$ cat src/design/pgbs_pkg.sv
`timescale 1ns / 1ps
// ============================================================================
// pgbs_pkg
// Shared types, constants and helpers for the particle gravity/bounce step.
// ============================================================================
package pgbs_pkg;

    // Status codes at or below this value are active particles.
    localparam logic [7:0]  STATUS_LIMIT = 8'h46;
    // Right edge of the play field, 316.0 in 16.16.
    localparam logic [31:0] X_MAX        = 32'h013c_0000;
    // One half in 16.16, used for rounding to a pixel.
    localparam logic [31:0] ROUND_HALF   = 32'h0000_8000;

    localparam int CFG_DATA_W  = 32;
    localparam int CFG_INDEX_W = 1;

    // Configuration register indexes.
    typedef enum logic [CFG_INDEX_W-1:0] {
        CFG_TICKS   = 1'b0,
        CFG_GRAVITY = 1'b1
    } t_cfg_reg;

    typedef struct packed {
        logic signed [31:0] pos_x;
        logic signed [31:0] pos_y;
        logic signed [31:0] vel_x;
        logic signed [31:0] vel_y;
        logic        [7:0]  status;
        logic        [31:0] row_word0;
        logic        [31:0] row_word1;
        logic        [31:0] row_word2;
        logic        [31:0] row_word3;
    } t_item;

    typedef struct packed {
        logic signed [31:0] new_x;
        logic signed [31:0] new_y;
        logic signed [31:0] new_vx;
        logic signed [31:0] new_vy;
        logic        [7:0]  new_status;
        logic               draw;
        logic        [15:0] pixel_address;
        logic               below_bottom;
        logic        [31:0] write_word0;
        logic        [31:0] write_word1;
        logic        [31:0] write_word2;
        logic        [31:0] write_word3;
    } t_result;

    // Record after the ticks and the horizontal clamp.
    typedef struct packed {
        logic [31:0] x;
        logic [31:0] y;
        logic [31:0] vx;
        logic [31:0] vy;
    } t_motion;

    // 16.16 to integer pixel: add one half, keep the upper 16 bits.
    function automatic logic [15:0] round_to_pixel(logic [31:0] v);
        logic [31:0] sum;
        sum = v + ROUND_HALF;
        return sum[31:16];
    endfunction

endpackage

$ cat src/design/pgbs_kinematics.sv
`timescale 1ns / 1ps
// ============================================================================
// pgbs_kinematics
// Closed-form Euler update over k ticks and horizontal clamp with bounce.
// ============================================================================
module pgbs_kinematics (
    input  pgbs_pkg::t_item   i_item,
    input  logic [7:0]        i_ticks,
    input  logic [31:0]       i_gravity,
    input  logic [14:0]       i_tri,
    output pgbs_pkg::t_motion o_motion
);

    logic [31:0] k_ext;
    logic [31:0] tri_ext;
    logic [31:0] k_vx;
    logic [31:0] k_vy;
    logic [31:0] k_g;
    logic [31:0] g_tri;
    logic [31:0] x_raw;
    logic [31:0] neg_vx;

    assign k_ext   = {24'b0, i_ticks};
    assign tri_ext = {17'b0, i_tri};

    // Four narrow multipliers in parallel, low 32 bits kept (wrap).
    assign k_vx  = k_ext * i_item.vel_x;
    assign k_vy  = k_ext * i_item.vel_y;
    assign k_g   = k_ext * i_gravity;
    assign g_tri = tri_ext * i_gravity;

    assign x_raw  = i_item.pos_x + k_vx;
    assign neg_vx = 32'd0 - i_item.vel_x;

    always_comb begin
        o_motion.y  = i_item.pos_y + k_vy + g_tri;
        o_motion.vy = i_item.vel_y + k_g;
        // Left edge wins; a clamped x of 0 can never hit the right edge.
        priority if ($signed(x_raw) <= 32'sd0) begin
            o_motion.x  = 32'd0;
            o_motion.vx = neg_vx;
        end else if ($signed(x_raw) >= $signed(pgbs_pkg::X_MAX)) begin
            o_motion.x  = pgbs_pkg::X_MAX;
            o_motion.vx = neg_vx;
        end else begin
            o_motion.x  = x_raw;
            o_motion.vx = i_item.vel_x;
        end
    end

endmodule

$ cat src/design/pgbs_raster.sv
`timescale 1ns / 1ps
// ============================================================================
// pgbs_raster
// Pixel rounding, row range check, framebuffer address and result assembly.
// ============================================================================
module pgbs_raster #(
    parameter int ROW_PITCH     = 320,
    parameter int LAST_DRAW_ROW = 196
) (
    input  pgbs_pkg::t_item   i_item,
    input  pgbs_pkg::t_motion i_motion,
    output pgbs_pkg::t_result o_result
);

    localparam int          ROW_W = $clog2(LAST_DRAW_ROW + 1);
    localparam logic [15:0] PITCH = 16'(ROW_PITCH);
    localparam logic [15:0] LAST  = 16'(LAST_DRAW_ROW);

    logic              active;
    logic [15:0]       row;
    logic [15:0]       col;
    logic [ROW_W-1:0]  row_n;
    logic [15:0]       pitch_row;
    logic              on_screen;
    logic              below;

    assign active = (i_item.status <= pgbs_pkg::STATUS_LIMIT);
    assign row    = pgbs_pkg::round_to_pixel(i_motion.y);
    assign col    = pgbs_pkg::round_to_pixel(i_motion.x);

    // Row is a signed 16-bit pixel; negative rows are neither drawn nor retired.
    assign on_screen = !row[15] && (row <= LAST);
    assign below     = !row[15] && (row > LAST);

    assign row_n     = row[ROW_W-1:0];
    assign pitch_row = 16'(PITCH * 16'(row_n));

    always_comb begin
        o_result = '0;
        if (active) begin
            o_result.new_x      = i_motion.x;
            o_result.new_y      = i_motion.y;
            o_result.new_vx     = i_motion.vx;
            o_result.new_vy     = i_motion.vy;
            o_result.new_status = below ? pgbs_pkg::STATUS_LIMIT : i_item.status;
            o_result.below_bottom = below;
            if (on_screen) begin
                o_result.draw          = 1'b1;
                o_result.pixel_address = col + pitch_row;
                o_result.write_word0   = i_item.row_word0;
                o_result.write_word1   = i_item.row_word1;
                o_result.write_word2   = i_item.row_word2;
                o_result.write_word3   = i_item.row_word3;
            end
        end else begin
            o_result.new_x      = i_item.pos_x;
            o_result.new_y      = i_item.pos_y;
            o_result.new_vx     = i_item.vel_x;
            o_result.new_vy     = i_item.vel_y;
            o_result.new_status = i_item.status;
        end
    end

endmodule

$ cat src/design/particle_gravity_bounce_step_core.sv
`timescale 1ns / 1ps
// ============================================================================
// particle_gravity_bounce_step_core
// Advances one particle record per transaction: k gravity ticks in closed
// form, horizontal clamp and bounce, pixel rounding and sprite write setup.
// ============================================================================
// Usage:
//  - Input channel: drive a record on i_item with start high; it is taken at
//    any rising edge where start is high and busy is low. busy stays low, so
//    a new record may be offered every cycle.
//  - Result channel: o_done pulses for one cycle with o_result valid. The
//    receiver must take it then; there is no backpressure on this side.
//  - From the accepting edge, a record passes the input register, then the
//    result register, which raises o_done. Throughput is one
//    record per cycle, set by the single combinational pass of four 32x8 /
//    32x15 multiplies plus adds between the two registers.
//  - Config: i_cfg_we writes i_cfg_data to the register at i_cfg_index
//    (0 = ticks per call, 1 = gravity). Write only while no record is in
//    flight. The triangle number k(k+1)/2 is computed at write time.
//  - Reset (synchronous, active low) sets ticks to 1, gravity to 0 and drops
//    any record in flight; no result is produced for it.
// ============================================================================
module particle_gravity_bounce_step_core #(
    parameter int ROW_PITCH     = 320,
    parameter int LAST_DRAW_ROW = 196
) (
    input  logic                                 i_clk,
    input  logic                                 i_rst_n,
    input  logic                                 start,
    output logic                                 busy,
    input  pgbs_pkg::t_item                      i_item,
    output logic                                 o_done,
    output pgbs_pkg::t_result                    o_result,
    input  logic                                 i_cfg_we,
    input  logic [pgbs_pkg::CFG_INDEX_W-1:0]     i_cfg_index,
    input  logic [pgbs_pkg::CFG_DATA_W-1:0]      i_cfg_data
);

    // Configuration state
    logic [7:0]  r_ticks;
    logic [31:0] r_gravity;
    logic [14:0] r_tri;
    logic [15:0] n_tri_prod;

    // Pipeline state
    logic              r_in_valid;
    pgbs_pkg::t_item   r_item;
    logic              r_done;
    pgbs_pkg::t_result r_result;

    pgbs_pkg::t_motion motion;
    pgbs_pkg::t_result n_result;

    // Never stalls: every offered record is accepted.
    assign busy = 1'b0;

    // k*(k+1) fits in 16 bits for k up to 255; halve it for the triangle number.
    assign n_tri_prod = {8'b0, i_cfg_data[7:0]} * ({8'b0, i_cfg_data[7:0]} + 16'd1);

    always_ff @(posedge i_clk) begin
        if (!i_rst_n) begin
            r_ticks   <= 8'd1;
            r_gravity <= 32'd0;
            r_tri     <= 15'd1;
        end else if (i_cfg_we) begin
            unique case (pgbs_pkg::t_cfg_reg'(i_cfg_index))
                pgbs_pkg::CFG_TICKS: begin
                    r_ticks <= i_cfg_data[7:0];
                    r_tri   <= n_tri_prod[15:1];
                end
                pgbs_pkg::CFG_GRAVITY: begin
                    r_gravity <= i_cfg_data;
                end
                default: begin
                end
            endcase
        end
    end

    // Input register: valid bit reset, payload free-running on accept.
    always_ff @(posedge i_clk) begin
        if (!i_rst_n) begin
            r_in_valid <= 1'b0;
        end else begin
            r_in_valid <= start && !busy;
        end
    end

    always_ff @(posedge i_clk) begin
        if (start && !busy) begin
            r_item <= i_item;
        end
    end

    pgbs_kinematics u_kinematics (
        .i_item    (r_item),
        .i_ticks   (r_ticks),
        .i_gravity (r_gravity),
        .i_tri     (r_tri),
        .o_motion  (motion)
    );

    pgbs_raster #(
        .ROW_PITCH     (ROW_PITCH),
        .LAST_DRAW_ROW (LAST_DRAW_ROW)
    ) u_raster (
        .i_item   (r_item),
        .i_motion (motion),
        .o_result (n_result)
    );

    // Result register: one-cycle strobe, no backpressure.
    always_ff @(posedge i_clk) begin
        if (!i_rst_n) begin
            r_done <= 1'b0;
        end else begin
            r_done <= r_in_valid;
        end
    end

    always_ff @(posedge i_clk) begin
        if (r_in_valid) begin
            r_result <= n_result;
        end
    end

    assign o_done   = r_done;
    assign o_result = r_result;

    // ------------------------------------------------------------------------
    // Assertions
    // ------------------------------------------------------------------------
    a_done_follows_accept: assert property (@(posedge i_clk) disable iff (!i_rst_n)
        o_done |-> $past(start && !busy, 2))
        else $error("result strobe without an accepted transaction");

    a_draw_excludes_below: assert property (@(posedge i_clk) disable iff (!i_rst_n)
        o_done |-> !(o_result.draw && o_result.below_bottom))
        else $error("particle both drawn and retired");

    a_below_status: assert property (@(posedge i_clk) disable iff (!i_rst_n)
        (o_done && o_result.below_bottom) |-> (o_result.new_status == pgbs_pkg::STATUS_LIMIT))
        else $error("retired particle has wrong status");

    a_no_draw_quiet: assert property (@(posedge i_clk) disable iff (!i_rst_n)
        (o_done && !o_result.draw) |-> (o_result.pixel_address == 16'd0
            && o_result.write_word0 == 32'd0 && o_result.write_word3 == 32'd0))
        else $error("write payload present without draw");

    a_clamp_range: assert property (@(posedge i_clk) disable iff (!i_rst_n)
        (o_done && o_result.draw) |-> (!o_result.new_x[31]
            && o_result.new_x <= $signed(pgbs_pkg::X_MAX)))
        else $error("drawn particle outside horizontal clamp");

endmodule
$ cat config.mk
export PLATFORM = sky130hd
export DESIGN_NAME = particle_gravity_bounce_step_core
export DESIGN_NICKNAME = d
export VERILOG_FILES = /design/src/design/pgbs_pkg.sv /design/src/design/pgbs_kinematics.sv /design/src/design/pgbs_raster.sv /design/src/design/particle_gravity_bounce_step_core.sv
export SDC_FILE = /design/constraint.sdc
export NUM_CORES = 2
export LEC_CHECK = 0
export BUFFER_PORTS_ARGS = -buffer_cell sky130_fd_sc_hd__clkbuf_2
export CAP_MARGIN = 20
export CORE_ASPECT_RATIO = 2
export CORE_MARGIN = 2
export CORE_UTILIZATION = 25
export DETAILED_ROUTE_END_ITERATION = 16
export RECOVER_POWER = 50
export SYNTH_ARGS = -nofsm -noshare
export SYNTH_HDL_FRONTEND = slang
export SYNTH_SLANG_ARGS = --single-unit
$ cat constraint.sdc
create_clock -name i_clk -period 9.8 [get_ports i_clk]
set_clock_uncertainty 0.1 [all_clocks]
set_input_delay 1.96 -clock i_clk [delete_from_list [all_inputs] [get_ports i_clk]]
set_output_delay 1.96 -clock i_clk [all_outputs]
set_load 0.02 [all_outputs]
==> results.md <==
- The run finished, with violations left.
- The checks that failed: capacitance limit, slew limit.
- The number of maximum-capacitance constraint violations is 8.
- The number of clock sinks is 603.
- The min-delay analysis places its worst path in the category flop to flop.
- The critical path class is flop to flop.
- The clock root buffer master is sky130_fd_sc_hd__clkbuf_16.
- The post-route netlist has 14.4% of its cells at a drive strength greater than 1.
- For this run, design rule violations remaining after detail routing come to 0.
- The net load switching power is 0.0114 W.
- After synthesis, the share of flip-flops with an asynchronous set or reset is 0%.
- In the synthesized netlist the dominant register cell turns out to be sky130_fd_sc_hd__edfxtp_1.
- Dividing total power by cell area gives a power density of 350 nW/um^2.
- The worst setup path is captured at a flop.
- The combinational cell fraction of total power is 74.7%.
- Along the worst path, the maximum fanout reaches 41.
- Counting stages on the worst path, the most repeated cell is sky130_fd_sc_hd__fa_1.
- The residual antenna-violating net count after detailed routing is 0.
- Data arrives at the worst endpoint at 9.84 ns.
- The TritonCTS clock tree is done.
- The largest total area in the synthesized netlist belongs to sky130_fd_sc_hd__fa_1.
- The synthesized area per cell is 10.3 sq um.
- The clock network burns 11.4% of the power.
- The detailed placer's ending HPWL is 169000 um.
- The count of vias placed by the detailed router is 42300.
- The clock transition at the register clock pins on the worst setup and hold paths after CTS is 0.06 ns.
- STA classifies the critical path startpoint as a flop.
- The shortest clock period the worst path allows after layout is 9.51 ns.
- Setup violations remaining at the end of the flow were counted as 0.
- In this run the horizontal extent of the chip is 345 um.
- The portion of total power attributed to sequential cells is 13.9%.
- The die footprint is 237000 sq um.
- The number of global-route vias before repair is 45900.
- At the worst endpoint, the required time is 10.13 ns.
- The number of buffers created by CTS is 68.
- The switching power share of the total is 47.9%.
- The via density per instance is 4.53.
- The global-route congestion overflow total is 0.
- The worst pin sits at a relative slew slack of -462%.
- For this block, the routed nets add up to 207000 um of wire.
- The port buffer count is 583.
- Routability-driven placement finished with a final weighted congestion of 0.924.
- The internal power consumption is 0.0124 W.
- Sequential elements use 30.1% of the synthesized area.
- For this run, the number of Yosys warnings is 0.
- The worst setup slack after layout is 0.287 ns.
- The number of buffers on the longest clock path is 3.
- The initial antenna violation count is 24.
- The layout overhead on the synthesized area is 16.8%.
- The clock tree synthesis step divided the H-tree into 3 levels.
- The starting density of the core is 25.1%.
- In the final design database the tool counted 7738 nets.
- The analysis attributes to cell leakage a power of 29.9 nW.
- The placement row count is 250.
- In this run, the number of DRC markers left after iteration 0 of detailed routing was 2472.
- The number of different library cells in the post-synthesis netlist is 84.
- The worst-case IR drop observed on VDD is 0.00157 V.
- The first global-routing pass estimated 299000 um of wire.
- The area of the mapped netlist is 58300 sq um.
- The worst path uses 97.1% of the clock period.
- The vertical die dimension is 687 um.
- The clock latency on the worst-skew pair is 0.69 ns.
- The first detailed-routing pass ran for 5 iterations.
- In this design, the stage delay of the slowest critical-path cell is 0.58 ns.
- Entering global routing, the biggest net connects 144 pins.
- The minimum setup slack after placement is 0.181 ns.
- The final number of hold-violating endpoints is 0.
- The highest-delay cell along the critical path is sky130_fd_sc_hd__fa_1.
- The number of slew-limit violations in the final report is 547.
- Of the post-synthesis cell area, the dominant cell type holds 32.5%.
- For this design the top-level I/O count stands at 585.
- The global-route usage over all layers is 17.2%.
- After synthesis, the cell types taking the most area are sky130_fd_sc_hd__fa_1 (33%), sky130_fd_sc_hd__edfxtp_1 (28%), sky130_fd_sc_hd__inv_1 (7.1%).
- In this run, synthesis inferred 546 flip-flops with an integrated enable.
- The average detailed-routed wire length per instance is 22.1 um.
- For the pin with the worst max-slew slack, the measured transition is 8.43 ns.
- The final total negative setup slack is 0 ns.
- The flop and latch count out of synthesis is 603.
- Synthesis handed over a netlist of 5674 instances.
- The maximum operating frequency is 0.105 GHz.
- The core box area is 232000 sq um.
[kinds of logic (layout without fill, tap and decap cells)]
logic type	Yosys count	count (layout)	share of synthesized area (%)
xor gates and xnor gates	204	204	3.07
buffers and inverters	1399	2035	9.14
muxes	8	8	0.140
AOI/OAI and AO/OA	478	478	5.18
DFF	603	603	30.1
and+or+nand+nor	1807	1809	15.0
other	1	16	0.00644
adders and majority gates	1174	1174	37.4
[flip-flops by register name, summed over array words and instances, names as in the netlist]
name	flops
r_gravity	32
r_item	264
r_in_valid	1
r_ticks	8
r_tri	15
o_done	1
o_result	282
[metal layers]
| metal | up-vias | wire, um | part of all wire [%] | track usage [%] |
|---|---|---|---|---|
| met5 | - | 34 | 0.016 | 0 |
| met4 | 6 | 18200 | 8.8 | 12.6 |
| met3 | 552 | 12600 | 6.1 | 3.10 |
| met2 | 1736 | 109000 | 53 | 32.2 |
| met1 | 21500 | 67000 | 32 | 16.8 |
| li1 | 18500 | - | - | - |
[cell type report]
cell class	instances	area (sq um)
Fill cell	24100	164000
Multi-Input combinational cell	3680	35600
Sequential cell	603	17600
Timing Repair Buffer	807	4700
Inverter	1103	4140
Tap cell	3024	3780
Clock buffer	77	1760
Clock inverter	48	526
Antenna cell	9	22.5
[what timing repair did]
item | in CTS | in global routing
buffers inserted | 0 | 8
hold buffers | 0 | 0
endpoints found under the setup margin | 0 | 128
resized for setup | 0 | 42
[through the flow]
stage	power [W]	utilization (%)	instance area (sq um)	hold slack [ns]	cells
floorplan	0.0150	-	58300	0.349	5680
global route	0.0260	29.4	68000	0.418	9349
finish	0.0238	29.4	68100	0.367	9351
CTS	0.0237	29.3	67900	0.368	9332
detailed placement	0.0209	28.3	65600	0.361	9207
global placement	0.0207	28.3	65600	0.352	9207
[worst paths after layout]
path              slack [ns]             to  depth (start not counted)          start
setup / recovery        0.29   o_result[63]                         30     r_ticks[7]
hold / removal          0.37  r_gravity[25]                          2  r_gravity[25]
hold reg to reg         0.37  r_gravity[25]                          2  r_gravity[25]
setup reg to reg        0.29   o_result[63]                         30     r_ticks[7]
[cells in the final DEF, fill, tap and decap left out, types with 51 or more instances in the layout]
| cell type | instances |
|---|---|
| sky130_fd_sc_hd__a21oi_1 | 146 |
| sky130_fd_sc_hd__and2_1 | 535 |
| sky130_fd_sc_hd__buf_4 | 193 |
| sky130_fd_sc_hd__clkbuf_1 | 74 |
| sky130_fd_sc_hd__clkbuf_16 | 69 |
| sky130_fd_sc_hd__clkbuf_2 | 526 |
| sky130_fd_sc_hd__edfxtp_1 | 546 |
| sky130_fd_sc_hd__fa_1 | 946 |
| sky130_fd_sc_hd__ha_1 | 227 |
| sky130_fd_sc_hd__inv_1 | 1102 |
| sky130_fd_sc_hd__nand2_1 | 939 |
| sky130_fd_sc_hd__nand2b_1 | 51 |
| sky130_fd_sc_hd__nor2_1 | 98 |
| sky130_fd_sc_hd__o21ai_0 | 118 |
| sky130_fd_sc_hd__xnor2_1 | 146 |
| sky130_fd_sc_hd__xor2_1 | 55 |
[power groups by stage]
stage	Clock [W]	Sequential (W)	Combinational (W)
after global routing	0.00289	0.00333	0.0198
after global placement	0	0.00335	0.0174
after detailed placement	0	0.00335	0.0175
after floorplan	0	0.00335	0.0116
after CTS	0.00282	0.00330	0.0176
final	0.00271	0.00331	0.0178
[worst max-delay path: cells and delay by family (launching register included)]
kind / cells / cell delay (ns)
compound gates: 4 / 1.07
xor+xnor: 1 / 0.37
fa+ha+maj: 8 / 3.92
buf+inv: 9 / 1.36
flops: 1 / 0.46
simple gates: 8 / 1.94
[cell usage after synthesis, types with 12 or more instances]
cell type / count
sky130_fd_sc_hd__nand2b_1: 51
sky130_fd_sc_hd__and2_1: 536
sky130_fd_sc_hd__o31ai_1: 26
sky130_fd_sc_hd__a211o_1: 13
sky130_fd_sc_hd__nor2_1: 98
sky130_fd_sc_hd__xnor2_1: 147
sky130_fd_sc_hd__dfxtp_1: 57
sky130_fd_sc_hd__o21ai_0: 120
sky130_fd_sc_hd__nand3_1: 28
sky130_fd_sc_hd__ha_1: 228
sky130_fd_sc_hd__xor2_1: 57
sky130_fd_sc_hd__nand2_1: 939
sky130_fd_sc_hd__nor2b_1: 30
sky130_fd_sc_hd__inv_1: 1102
sky130_fd_sc_hd__edfxtp_1: 546
sky130_fd_sc_hd__fa_1: 946
sky130_fd_sc_hd__clkbuf_1: 270
sky130_fd_sc_hd__o21bai_1: 13
sky130_fd_sc_hd__a211oi_1: 12
sky130_fd_sc_hd__and3_1: 23
sky130_fd_sc_hd__a21oi_1: 147
sky130_fd_sc_hd__a21o_1: 44
sky130_fd_sc_hd__or3_1: 12
sky130_fd_sc_hd__nor3_1: 31
sky130_fd_sc_hd__o21a_1: 21
No activity file was read; power rests on OpenSTA's default activity.
